===== config.mk =====
export PLATFORM = sky130hd
export DESIGN_NAME = isbo_cell
export DESIGN_NICKNAME = d
export VERILOG_FILES = /design/src/rtl/isbo_pkg.sv /design/src/rtl/isbo_cell.sv
export SDC_FILE = /design/constraint.sdc
export NUM_CORES = 1
export LEC_CHECK = 0
export BUFFER_PORTS_ARGS = -buffer_cell sky130_fd_sc_hd__clkbuf_2
export CAP_MARGIN = 20
export CORE_MARGIN = 2
export CORE_UTILIZATION = 35
export DETAILED_ROUTE_END_ITERATION = 8
export GPL_TIMING_DRIVEN = 0
export PLACE_DENSITY = 0.88
export SYNTH_ARGS = -nofsm -noshare
export SYNTH_HDL_FRONTEND = slang
export SYNTH_SLANG_ARGS = --single-unit

===== constraint.sdc =====
create_clock -name clk -period 3.6 [get_ports clk]
set_input_delay 0.9 -clock clk [delete_from_list [all_inputs] [get_ports clk]]
set_output_delay 0.9 -clock clk [all_outputs]
set_load 0.05 [all_outputs]

===== src/rtl/isbo_pkg.sv =====
// ----------------------------------------------------------------------------
// isbo_pkg
// Shared types and constants for the integer stack with bottom operations.
// ----------------------------------------------------------------------------
package isbo_pkg;

	localparam int unsigned WORD_W    = 32;
	localparam int unsigned TYPE_W    = 3;
	localparam int unsigned POS_W     = 5;
	localparam int unsigned STATUS_W  = 2;
	localparam int unsigned COUNT_W   = 5;
	localparam int unsigned DEPTH_DEF = 16;

	typedef logic signed [WORD_W-1:0] word_t;

	typedef enum logic [TYPE_W-1:0] {
		REQ_PUSH      = 3'd0,
		REQ_POP       = 3'd1,
		REQ_INSERT    = 3'd2,
		REQ_RM_BOTTOM = 3'd3,
		REQ_RM_POS    = 3'd4,
		REQ_ZERO_EVEN = 3'd5,
		REQ_QUERY     = 3'd6
	} req_type_t;

	typedef enum logic [STATUS_W-1:0] {
		ST_OK     = 2'd0,
		ST_EMPTY  = 2'd1,
		ST_FULL   = 2'd2,
		ST_BADPOS = 2'd3
	} status_t;

	// per-cycle command broadcast to every cell
	typedef enum logic [2:0] {
		CMD_HOLD,
		CMD_WRITE_AT,
		CMD_INSERT,
		CMD_SHIFT_DOWN,
		CMD_ZERO_EVEN
	} cell_cmd_t;

	typedef struct packed {
		cell_cmd_t cmd;
		word_t     word;
	} cell_ctl_t;

endpackage


===== src/rtl/isbo_cell.sv =====
// ----------------------------------------------------------------------------
// isbo_cell
// One stack slot; loads from itself, its neighbors or the broadcast word.
// ----------------------------------------------------------------------------
module isbo_cell
	import isbo_pkg::*;
#(
	parameter int unsigned INDEX = 0,
	parameter int unsigned CW    = 5
) (
	input  logic          clk,
	input  cell_ctl_t     ctl,
	input  logic [CW-1:0] count,
	input  logic [CW-1:0] from_idx,
	input  word_t         left_word,
	input  word_t         right_word,
	output word_t         word,
	output word_t         next_word
);

	localparam logic [CW-1:0] IDX      = CW'(INDEX);
	localparam logic [CW-1:0] IDX_NEXT = CW'(INDEX + 1);

	word_t word_q;
	word_t d;

	always_comb begin
		d = word_q;
		case (ctl.cmd)
			CMD_WRITE_AT: begin
				if (count == IDX) d = ctl.word;
			end
			CMD_INSERT: begin
				if (INDEX == 0) d = ctl.word;
				else if (IDX <= count) d = left_word;
			end
			CMD_SHIFT_DOWN: begin
				if (IDX >= from_idx && IDX_NEXT < count) d = right_word;
			end
			CMD_ZERO_EVEN: begin
				if (IDX < count && !word_q[0]) d = '0;
			end
			default: d = word_q;
		endcase
	end

	always_ff @(posedge clk) begin
		word_q <= d;
	end

	assign word      = word_q;
	assign next_word = d;

endmodule


==> impl_metrics.env <==
export IMPL_synth_fp_nets=308
export IMPL_routedWlPerCell_um=14.7
export IMPL_syn_to_final_growth_pct=69.4
export IMPL_cp_max_fo=10
export IMPL_ys_warn_count=0
export IMPL_firstDrtPassIters=5
export IMPL_numCtsBuffers=5
export IMPL_gp_congestion=0.719
export IMPL_initial_core_util=0.369
export IMPL_synth_seq_cells=32
export IMPL_antenna_left=0
export IMPL_antenna_cells=0
export IMPL_clock_sinks=32
export IMPL_layout_common_cells="clkbuf_2 (108), inv_1 (33), a22oi_1 (32), dfxtp_1 (32), nand4_1 (31)"
export IMPL_pwr_share_seq=0.260
export IMPL_cts_htree_levels=2
export IMPL_syn_inst=198
export IMPL_cts_tree="done"
export IMPL_fill_cells=403
export IMPL_setup_ws_ns=0.00510
export IMPL_setup_viol=0
export IMPL_power_switching_w=0.000997
export IMPL_final_hold_violation_count=0
export IMPL_antenna_found_initial=0
export IMPL_timing_rr_end="word[12]"
export IMPL_worst_hold_path_type="reg -> reg"
export IMPL_postLayoutCoreUtil=0.626
export IMPL_grt_pass1_wl_um=9230
export IMPL_hold_path_depth=2
export IMPL_endpoint_kind="output port"
export IMPL_p_clk_frac=0.151
export IMPL_nets=463
export IMPL_grt_overflow=0
export IMPL_die_x_um=75.1
export IMPL_row_count=25
export IMPL_switching_share=0.512
export IMPL_p_comb_frac=0.590
export IMPL_slew_headroom=0.614
export IMPL_hold_start="word[21]"
export IMPL_synth_main_ff_cell="dfxtp_1"
export IMPL_r2r_start="word[0]"
export IMPL_synth_area_mm2=0.00177
export IMPL_avgSynthCellArea_um2=8.93
export IMPL_fmax_mhz=278
export IMPL_synth_top_area_frac=0.362
export IMPL_routed_via_density=5.25
export IMPL_synth_distinct_cells=27
export IMPL_clk_latency_ns=0.28
export IMPL_die_h_um=75.1
export IMPL_dp_hpwl_um=4430
export IMPL_worstRegToRegCells=6
export IMPL_status="completed"
export IMPL_cts_clk_slew_worst_paths_ns=0.06
export IMPL_yosys_top_cells_area="dfxtp_1 (36%), a22oi_1 (14%), nand4_1 (11%), o211ai_1 (9.8%), inv_1 (7.0%)"
export IMPL_rsz0062_at_grt="true"
export IMPL_drv_slew=0
export IMPL_hold_path_end="word[21]"
export IMPL_intPower_w=0.000950
export IMPL_synth_edf_count=0
export IMPL_period_needed_ns=3.59
export IMPL_port_buffers=141
export IMPL_ir_drop_uv=390
export IMPL_via_count=2204
export IMPL_setup_tns_ns=0
export IMPL_power_density_mw_per_mm2=650
export IMPL_clockRootBuffer="clkbuf_8"
export IMPL_totalWireLength_um=6190
export IMPL_start_kind="primary input"
export IMPL_path_class="in -> out"
export IMPL_critPathArrivalTime_ns=2.69
export IMPL_drt_iter0_markers=71
export IMPL_finalCritPeriodShare=0.999
export IMPL_drive_gt1_frac=0.541
export IMPL_worst_pin_slew_ns=0.573
export IMPL_clock_skew_ns=0.0106
export IMPL_ioPinCount=174
export IMPL_clockBufferDepth=2
export IMPL_synth_async_reset_ratio=0
export IMPL_cap_violations=0
export IMPL_route_detailed_drc=0
export IMPL_crit_required_ns=2.70
export IMPL_place_ws_ns=-0.303
export IMPL_grt_pass1_vias=2045
export IMPL_grt_max_degree=11
export IMPL_p_leak_nw=1.44
export IMPL_synth_largest_area_cell="dfxtp_1"
export IMPL_largest_register_ffs=32
export IMPL_grt_usage=0.210
export IMPL_final_common_cell="clkbuf_2"
export IMPL_rrSetupSlack_ns=2.10
export IMPL_dieArea_mm2=0.00564
export IMPL_core_mm2=0.00479
export IMPL_cts_hold_buf=0
export IMPL_seq_area_frac_synth=0.362
layer usage:
layer | track usage | vias up | share of wire
li1 | - | 1080 | -
met1 | 0.250 | 1012 | 0.40
met2 | 0.385 | 108 | 0.52
met3 | 0.0428 | 4 | 0.072
met4 | 0.0516 | 0 | 0.0071
met5 | 0 | - | 0
power groups by stage:
stage | Sequential, W | Combinational, W | Clock, W
after detailed placement | 0.000511 | 0.00100 | 0
after floorplan | 0.000803 | 0.000467 | 0
after CTS | 0.000504 | 0.00112 | 0.000304
after global placement | 0.000506 | 0.000995 | 0
final | 0.000506 | 0.00115 | 0.000294
after global routing | 0.000519 | 0.00120 | 0.000318
synth_stat cells (all sizes together), types with 2 or more instances:
cell type / n
a22oi: 32
buf: 18
dfxtp: 32
inv: 33
nand4: 31
nor4: 2
o211ai: 31
o21ai: 4
or4: 3
worst max-delay path by stage:
stage	from	to	slack (ns)	cells past startpoint
finish	count[2]	next_word[1]	0.005	7
global route	count[2]	next_word[1]	-0.06	7
CTS	count[4]	next_word[10]	0.000008	8
detailed placement	from_idx[3]	next_word[13]	-0.30	7
global placement	from_idx[3]	next_word[5]	-0.23	7
floorplan	count[4]	next_word[1]	-0.06	5
per-stage QoR:
stage                     area [um2]  instances  hold slack, ns  power (W)
final                           3000        420           0.532    0.00195
after global routing            3000        420           0.565    0.00204
after CTS                       2930        418           0.526    0.00192
after detailed placement        2570        406           0.517    0.00152
after global placement          2570        406           0.509    0.00150
after floorplan                 1780        198            1.05    0.00127
worst max-delay path: stages:
cell and delay [ns]:
buf_6 0.09, or4_4 0.59, or4_4 0.51, buf_6 0.18, nand4_1 0.08, o211ai_1 0.13, clkbuf_8 0.21
what timing repair did:
action,in CTS,in global routing
cloned,0,1
setup buffers,5,2
endpoints found under the setup margin,32,32
pin swaps,1,3
resized for setup,57,30
final cells by class:
cell class	instances	area [um2]	share of cell area
clock buffers	7	96.3	0.0322
well taps	67	83.8	0.0280
plain buffers	18	149	0.0497
flip-flops and latches	32	641	0.214
inverters	33	124	0.0414
repair buffers	149	992	0.331
multi-input cells	114	910	0.304
cells by family after synthesis:
kind of cell | Yosys count | synth area share
compound gates | 72 | 0.326
buf+inv | 52 | 0.151
flops | 32 | 0.362
simple gates | 42 | 0.161
(Power assumes the default switching activity.)
